--- src/rtl/core/slrt_pkg.sv ---
// shared types and constants of the sequence loss and reorder tracker
`timescale 1ns / 1ps
package slrt_pkg;

  localparam int SLRT_MAP_BITS = 256;
  localparam int SLRT_QUEUE_DEPTH = 2;

  localparam int SEQ_W     = 64;
  localparam int CNT_W     = 64;
  localparam int WIN_W     = 9;
  localparam int WRAP_W    = 32;
  localparam int DEAD_W    = 8;
  localparam int VERDICT_W = 3;
  localparam int ADDR_W    = 4;
  localparam int DATA_W    = 32;

  localparam logic [WIN_W-1:0]  WIN_RST  = 9'd256;
  localparam logic [WRAP_W-1:0] WRAP_RST = 32'h4000_0000;
  localparam logic [DEAD_W-1:0] DEAD_RST = 8'd25;

  // register indexes (byte address / 4)
  localparam logic [1:0] REG_WINDOW = 2'd0;
  localparam logic [1:0] REG_WRAP   = 2'd1;
  localparam logic [1:0] REG_DEAD   = 2'd2;

  // verdict codes
  localparam logic [VERDICT_W-1:0] V_ADVANCE = 3'd0;
  localparam logic [VERDICT_W-1:0] V_JUMP    = 3'd1;
  localparam logic [VERDICT_W-1:0] V_DUP     = 3'd2;
  localparam logic [VERDICT_W-1:0] V_REORDER = 3'd3;
  localparam logic [VERDICT_W-1:0] V_STALE   = 3'd4;
  localparam logic [VERDICT_W-1:0] V_WRAP    = 3'd5;
  localparam logic [VERDICT_W-1:0] V_DEAD    = 3'd6;

  typedef struct packed {
    logic [WIN_W-1:0]  win_len;
    logic [WRAP_W-1:0] wrap_threshold;
    logic [DEAD_W-1:0] dead_limit;
  } cfg_t;

  // queue head toward the tracker engine
  typedef struct packed {
    logic             valid;
    logic [SEQ_W-1:0] seq;
  } q_head_t;

endpackage

--- src/rtl/core/slrt_front.sv ---
// input queue that decouples packet intake from the tracker engine
`timescale 1ns / 1ps
module slrt_front
  import slrt_pkg::*;
(
  input  logic             clk,
  input  logic             rst_n,
  input  logic             in_valid,
  output logic             in_stall,
  input  logic [SEQ_W-1:0] in_seq,
  output q_head_t          head,
  input  logic             pop
);

  localparam int PTR_W = $clog2(SLRT_QUEUE_DEPTH);
  localparam int CNT_QW = $clog2(SLRT_QUEUE_DEPTH + 1);

  logic [SEQ_W-1:0]  mem_r [SLRT_QUEUE_DEPTH];
  logic [PTR_W-1:0]  wr_ptr_r, rd_ptr_r;
  logic [CNT_QW-1:0] count_r, count_nxt;
  logic              push;

  assign in_stall = (count_r == CNT_QW'(SLRT_QUEUE_DEPTH));
  assign push     = in_valid && !in_stall;
  assign head.valid = (count_r != '0);
  assign head.seq   = mem_r[rd_ptr_r];

  always_comb begin
    count_nxt = count_r;
    if (push && !pop) count_nxt = count_r + CNT_QW'(1);
    else if (pop && !push) count_nxt = count_r - CNT_QW'(1);
  end

  always_ff @(posedge clk) begin
    if (!rst_n) begin
      wr_ptr_r <= '0;
      rd_ptr_r <= '0;
      count_r  <= '0;
    end else begin
      count_r <= count_nxt;
      if (push) wr_ptr_r <= (wr_ptr_r == PTR_W'(SLRT_QUEUE_DEPTH - 1)) ? '0 : wr_ptr_r + PTR_W'(1);
      if (pop)  rd_ptr_r <= (rd_ptr_r == PTR_W'(SLRT_QUEUE_DEPTH - 1)) ? '0 : rd_ptr_r + PTR_W'(1);
    end
  end

  always_ff @(posedge clk) begin
    if (push) mem_r[wr_ptr_r] <= in_seq;
  end

endmodule

--- src/rtl/core/slrt_back.sv ---
// tracker engine: bitmap, highest number, counters and result register
`timescale 1ns / 1ps
module slrt_back
  import slrt_pkg::*;
#(
  parameter int MAP_BITS = SLRT_MAP_BITS
) (
  input  logic                 clk,
  input  logic                 rst_n,
  input  cfg_t                 cfg,
  input  q_head_t              head,
  output logic                 pop,
  output logic                 out_valid,
  input  logic                 out_stall,
  output logic [VERDICT_W-1:0] out_verdict,
  output logic [CNT_W-1:0]     out_rx_count,
  output logic [CNT_W-1:0]     out_lost_count,
  output logic [CNT_W-1:0]     out_dup_count,
  output logic [CNT_W-1:0]     out_reorder_count
);

  localparam int IDX_W = $clog2(MAP_BITS);

  logic [MAP_BITS-1:0]  map_r, map_nxt;
  logic [SEQ_W-1:0]     high_r, high_nxt;
  logic [DEAD_W-1:0]    stale_r, stale_nxt;
  logic [CNT_W-1:0]     rx_r, lost_r, dup_r, reo_r;
  logic [CNT_W-1:0]     rx_nxt, lost_nxt, dup_nxt, reo_nxt;
  logic [VERDICT_W-1:0] verdict_nxt;
  logic                 out_valid_r;
  logic [VERDICT_W-1:0] verdict_r;

  logic [SEQ_W-1:0]  s, dfw, dbk, gap;
  logic [IDX_W-1:0]  slot_s, slot_h, off;
  logic [WRAP_W-1:0] a, b;
  logic [DEAD_W-1:0] stale_inc;
  logic              adv, in_win, gap_all;
  logic [MAP_BITS-1:0] restart_map;

  assign pop = head.valid && (!out_valid_r || !out_stall);

  always_comb begin
    s       = head.seq;
    adv     = s > high_r;
    dfw     = s - high_r;
    dbk     = high_r - s;
    gap     = dfw - SEQ_W'(1);
    gap_all = gap >= SEQ_W'(MAP_BITS);
    slot_s  = s[IDX_W-1:0];
    slot_h  = high_r[IDX_W-1:0];
    a       = high_r[WRAP_W-1:0];
    b       = s[WRAP_W-1:0];
    stale_inc = (stale_r == '1) ? stale_r : stale_r + DEAD_W'(1);
    restart_map = '0;
    restart_map[slot_s] = 1'b1;
    off = '0;

    map_nxt     = map_r;
    high_nxt    = high_r;
    stale_nxt   = stale_r;
    rx_nxt      = rx_r + CNT_W'(1);
    lost_nxt    = lost_r;
    dup_nxt     = dup_r;
    reo_nxt     = reo_r;
    verdict_nxt = V_STALE;

    if (adv) begin
      in_win    = dfw < SEQ_W'(cfg.win_len);
      stale_nxt = '0;
      lost_nxt  = lost_r + gap;
      high_nxt  = s;
      if (in_win) begin
        verdict_nxt = V_ADVANCE;
        // clear the skipped slots just past the old highest number
        for (int i = 0; i < MAP_BITS; i++) begin
          off = IDX_W'(i) - slot_h - IDX_W'(1);
          if (gap_all || (off < gap[IDX_W-1:0])) map_nxt[i] = 1'b0;
        end
      end else begin
        verdict_nxt = V_JUMP;
        map_nxt = '0;
      end
      map_nxt[slot_s] = 1'b1;
    end else begin
      in_win = dbk < SEQ_W'(cfg.win_len);
      if (in_win) begin
        if (map_r[slot_s]) begin
          verdict_nxt = V_DUP;
          dup_nxt = dup_r + CNT_W'(1);
        end else begin
          verdict_nxt = V_REORDER;
          reo_nxt  = reo_r + CNT_W'(1);
          lost_nxt = lost_r - CNT_W'(1);
          map_nxt[slot_s] = 1'b1;
        end
      end else if ((a > b) && ((a - b) > cfg.wrap_threshold)) begin
        verdict_nxt = V_WRAP;
        map_nxt  = restart_map;
        high_nxt = s;
      end else if (stale_inc > cfg.dead_limit) begin
        verdict_nxt = V_DEAD;
        stale_nxt = '0;
        map_nxt   = restart_map;
        high_nxt  = s;
      end else begin
        verdict_nxt = V_STALE;
        stale_nxt = stale_inc;
      end
    end
  end

  always_ff @(posedge clk) begin
    if (!rst_n) begin
      map_r       <= '0;
      high_r      <= '0;
      stale_r     <= '0;
      rx_r        <= '0;
      lost_r      <= '0;
      dup_r       <= '0;
      reo_r       <= '0;
      out_valid_r <= 1'b0;
    end else if (pop) begin
      map_r       <= map_nxt;
      high_r      <= high_nxt;
      stale_r     <= stale_nxt;
      rx_r        <= rx_nxt;
      lost_r      <= lost_nxt;
      dup_r       <= dup_nxt;
      reo_r       <= reo_nxt;
      out_valid_r <= 1'b1;
    end else if (!out_stall) begin
      out_valid_r <= 1'b0;
    end
  end

  always_ff @(posedge clk) begin
    if (pop) verdict_r <= verdict_nxt;
  end

  assign out_valid         = out_valid_r;
  assign out_verdict       = verdict_r;
  assign out_rx_count      = rx_r;
  assign out_lost_count    = lost_r;
  assign out_dup_count     = dup_r;
  assign out_reorder_count = reo_r;

endmodule

--- src/rtl/core/sequence_loss_reorder_tracker_unit.sv ---
// top level of the sequence loss and reorder tracker
//
//   channel  | handshake         | payload
//   ---------+-------------------+------------------------------------------
//   in       | in_valid/in_stall | in_seq
//   out      | out_valid/out_stall | out_verdict, out_*_count
//   cfg      | psel/penable/pwrite | paddr, pwdata, prdata (pready tied high)
//
// one packet per cycle sustained while out_stall is low; an item passes through the input queue
// and then the tracker engine, which updates the whole bitmap for each packet it takes
// no clearing pass after reset: the bitmap is flops, cleared by reset at once
// reset is synchronous, active low; clears queue, state and counters
// a stalled result holds in the output register while the two-entry queue
// keeps taking packets until it fills
`timescale 1ns / 1ps
module sequence_loss_reorder_tracker_unit
  import slrt_pkg::*;
#(
  parameter int MAP_BITS = SLRT_MAP_BITS
) (
  input  logic                 clk,
  input  logic                 rst_n,
  // packet intake
  input  logic                 in_valid,
  output logic                 in_stall,
  input  logic [SEQ_W-1:0]     in_seq,
  // results
  output logic                 out_valid,
  input  logic                 out_stall,
  output logic [VERDICT_W-1:0] out_verdict,
  output logic [CNT_W-1:0]     out_rx_count,
  output logic [CNT_W-1:0]     out_lost_count,
  output logic [CNT_W-1:0]     out_dup_count,
  output logic [CNT_W-1:0]     out_reorder_count,
  // register port
  input  logic                 psel,
  input  logic                 penable,
  input  logic                 pwrite,
  input  logic [ADDR_W-1:0]    paddr,
  input  logic [DATA_W-1:0]    pwdata,
  output logic [DATA_W-1:0]    prdata,
  output logic                 pready
);

  cfg_t       cfg_r;
  q_head_t    head;
  logic       pop;
  logic [1:0] reg_idx;
  logic       wr_en;

  // register file: word index from the byte address
  assign reg_idx = paddr[ADDR_W-1:2];
  assign wr_en   = psel && penable && pwrite;
  assign pready  = 1'b1;

  always_ff @(posedge clk) begin
    if (!rst_n) begin
      cfg_r.win_len        <= WIN_RST;
      cfg_r.wrap_threshold <= WRAP_RST;
      cfg_r.dead_limit     <= DEAD_RST;
    end else if (wr_en) begin
      case (reg_idx)
        REG_WINDOW: cfg_r.win_len        <= pwdata[WIN_W-1:0];
        REG_WRAP:   cfg_r.wrap_threshold <= pwdata[WRAP_W-1:0];
        REG_DEAD:   cfg_r.dead_limit     <= pwdata[DEAD_W-1:0];
        default:    ; // unmapped address, write dropped
      endcase
    end
  end

  always_comb begin
    case (reg_idx)
      REG_WINDOW: prdata = DATA_W'(cfg_r.win_len);
      REG_WRAP:   prdata = cfg_r.wrap_threshold;
      REG_DEAD:   prdata = DATA_W'(cfg_r.dead_limit);
      default:    prdata = '0;
    endcase
  end

  // front: intake queue
  slrt_front u_front (
    .clk      (clk),
    .rst_n    (rst_n),
    .in_valid (in_valid),
    .in_stall (in_stall),
    .in_seq   (in_seq),
    .head     (head),
    .pop      (pop)
  );

  // back: classification, bitmap update and result register
  slrt_back #(.MAP_BITS(MAP_BITS)) u_back (
    .clk               (clk),
    .rst_n             (rst_n),
    .cfg               (cfg_r),
    .head              (head),
    .pop               (pop),
    .out_valid         (out_valid),
    .out_stall         (out_stall),
    .out_verdict       (out_verdict),
    .out_rx_count      (out_rx_count),
    .out_lost_count    (out_lost_count),
    .out_dup_count     (out_dup_count),
    .out_reorder_count (out_reorder_count)
  );

endmodule

--- config.mk ---
export PLATFORM = sky130hd
export DESIGN_NAME = sequence_loss_reorder_tracker_unit
export DESIGN_NICKNAME = d
export VERILOG_FILES = /design/src/rtl/core/slrt_pkg.sv /design/src/rtl/core/slrt_front.sv /design/src/rtl/core/slrt_back.sv /design/src/rtl/core/sequence_loss_reorder_tracker_unit.sv
export SDC_FILE = /design/constraint.sdc
export NUM_CORES = 2
export LEC_CHECK = 0
export ABC_CLOCK_PERIOD_IN_PS = 36300
export BUFFER_PORTS_ARGS = -buffer_cell sky130_fd_sc_hd__buf_2
export CELL_PAD_IN_SITES_DETAIL_PLACEMENT = 1
export CELL_PAD_IN_SITES_GLOBAL_PLACEMENT = 1
export CORE_AREA = 2 2 370 372
export DETAILED_ROUTE_END_ITERATION = 10
export DIE_AREA = 0 0 372 374
export PLACE_DENSITY = 0.89
export REMOVE_ABC_BUFFERS = 1
export SYNTH_ARGS = -nofsm -noshare
export SYNTH_HDL_FRONTEND = slang
export SYNTH_SLANG_ARGS = --single-unit
--- constraint.sdc ---
create_clock -name clk -period 36.3 [get_ports clk]
set_clock_uncertainty 0.1 [all_clocks]
set_input_delay 5.445 -clock clk [delete_from_list [all_inputs] [get_ports clk]]
set_output_delay 5.445 -clock clk [all_outputs]
set_load 0.05 [all_outputs]
==> metrics <==
unrepaired setup endpoints after global routing false; Critical Path Slowest Stage Cell buf_2; CP Launch Point paddr[2]; setup bufs post-CTS 0; number of global-route vias before repair between 70000 and 80000; dpl hpwl roughly 200000 microns; Sequential Area approximately 0.017 sq mm; final setup fails 0; Area Growth Syn to Fin 9.92%; Worst Setup EP prdata[31]; Final Hold Vio Count 0; R2R setup slack ~25 ns; Critical Path Start Type input port; Avg Vias per Cell between 6 and 7; num ports approximately 400; Rel. slew slack 0.105; number of max-cap violations 0; async set or reset register ratio after synthesis 0; DIE WIDTH around 370 microns; register area share after synthesis 0.249; CP peak stage delay between 0.3 and 0.4 ns; R2R depth 32; RePlAce Congestion roughly 0.99; synth warn 0; CP endpoint kind output port; Clock Tree Root clkbuf_16; nets 9796; CTS clk-pin slew, worst paths 0.05 ns; Total GRT Usage 0.394; Vert. Die Dim around 370 microns; post-CTS resize count 0; worst-margin pin slew approximately 1.3 ns; Hold-fix buffers, CTS 0; DRC 0; top-area cell type share of the netlist area 0.191; Synth Cell Area roughly 0.067 sq mm; Post-synth EDFFs about 130; Area contributors post-synth dfxtp_1 19%, ha_1 15%, nand2_1 6.7%; final max-slew violation count 0; Num CTS Buffers 93; total core area approximately 0.13 sq mm; port buffer count slightly below 400; Avg Cell Area, Syn ~7.6 sq um; grt ovf 0; Detailed Route Iter0 Violations ~5500; Primary FF master, synth dfxtp_1; drt total wl ~280000 microns; initial antenna violation count 35; Most common cell on crit path buf_2; antenna viol nets, final 0; Core Rows 135; CTS tree yes; worst path required time roughly 31 ns; routed len/inst around 26 microns; CTS Buffer Depth 3; crit share post-route 0.339; H-tree depth 3; post-synth top area cell dfxtp_1; pin count of the biggest net entering global routing 184; commonest cells after routing, fill and taps aside 1205 x nand2_1, 783 x ha_1, 740 x nor2_1, 695 x a21oi_1, 635 x dfxtp_1; Critical R2R Capture u_back.out_lost_count[63]; Multi-input gate area 0.0467 sq mm; path type of the worst min-delay path reg2reg; most common cell after layout, fill and taps aside nand2_1; Pre-antenna DRT Iters 6; fillers between 15000 and 20000; Critical Path Fanout Max 24; Crit Path Class in2out; Worst Path Arrival a little under 7 ns; Distinct cells, synth about 130; first-pass GRT wire length 430000 microns; cell count after synthesis approximately 9000; initial core utilization 0.497; vias post-DR a little under 70000; critical path cell sequence buf_2, nor2b_1, buf_4, and2_1, buf_2; min cycle time layout 12.29 ns; CTS sink count 770; Clock Latency Late Sink 0.75 ns; total die area ~0.14 sq mm; post-synthesis register bit count between 700 and 800; outcome complete, no violations; setup_tns 0 ns; highest achievable clock rate about 81 MHz; fraction of layout cells with a size suffix above 1 0.0855
## routing by layer
metal | up-vias | global-route usage | wire length (microns)
li1 | 31200 | - | -
met1 | 34200 | 0.447 | 107000
met2 | 2903 | 0.656 | 133000
met3 | 1186 | 0.0737 | 19300
met4 | 14 | 0.291 | 23900
met5 | - | 0 | 88
## cell families after synthesis
kind of cell / after synthesis / share of synthesized area
AOI/OAI and AO/OA: 2356 / 0.227
xor gates and xnor gates: 563 / 0.0736
adders and majority gates: 790 / 0.148
buffers and inverters: 992 / 0.0575
DFF: 770 / 0.249
muxes: 186 / 0.0278
other: 1 / 0.0000559
and+or+nand+nor: 3122 / 0.217
## worst min-delay path by stage
stage	start	endpoint	slack, ns	depth (start not counted)
after floorplan	u_back.map_r[128]	u_back.map_r[128]	0.33	2
after global placement	u_back.map_r[42]	u_back.map_r[42]	0.35	2
after detailed placement	u_back.map_r[42]	u_back.map_r[42]	0.36	2
after CTS	u_back.map_r[42]	u_back.map_r[42]	0.37	2
after global routing	u_back.map_r[42]	u_back.map_r[42]	0.39	2
final	u_back.map_r[42]	u_back.map_r[42]	0.36	2
## final cells by class
cell class | instances | share of cell area
clock buffers | 130 | 0.0359
repair buffers | 485 | 0.0366
diodes | 25 | 0.000848
clock inverters | 45 | 0.00939
inverters | 531 | 0.0272
well taps | 1781 | 0.0302
flip-flops and latches | 770 | 0.227
multi-input cells | 7018 | 0.633
## registers in the layout, summed over array words and instances (netlist names), named ones only
signal and flops:
u_back.high_r 64, u_back.out_lost_count 64, u_back.out_reorder_count 64, u_back.map_r 256, u_back.out_verdict 3, u_back.stale_r 8
u_back.out_valid 1, u_front.mem_r 128, cfg_r 49, u_front.wr_ptr_r 1, u_back.out_rx_count 64, u_back.out_dup_count 64
u_front.rd_ptr_r 1, u_front.count_r 2
## worst max-delay path, delay by kind of cell
family / cells / cell delay, ns
buf+inv: 3 / 0.88
simple gates: 2 / 0.39
## synth_stat cells, types with 46 or more instances
library cell and count:
edfxtp_1 131, nand2_1 1205, mux2i_1 180, a21o_1 483
o21a_1 65, nand4_1 97, nor2b_1 187, nor2_1 743
nand2b_1 96, xor2_1 121, buf_2 71, nor4_1 58
and3_1 79, nand3_1 307, nor3_1 112, o21bai_1 61
xnor2_1 441, inv_1 524, clkbuf_1 327, a211oi_1 108
ha_1 787, buf_1 52, o211ai_1 46, and2_1 60
a31oi_1 123, o21ai_0 399, a311oi_1 49, a21oi_1 696
dfxtp_1 639
## stage by stage
stage	instances	hold slack (ns)	setup WS [ns]	utilization	area [sq um]
global route	10800	0.392	23.89	0.547	73800
finish	10800	0.364	24.01	0.547	73800
global placement	10600	0.347	24.04	0.521	70400
floorplan	8319	0.332	2.37	-	65300
CTS	10800	0.367	24.01	0.546	73700
detailed placement	10600	0.360	24.03	0.521	70400
Power is not shown: default switching activity piles up to over one toggle a cycle in this logic, so the estimate is an artifact.
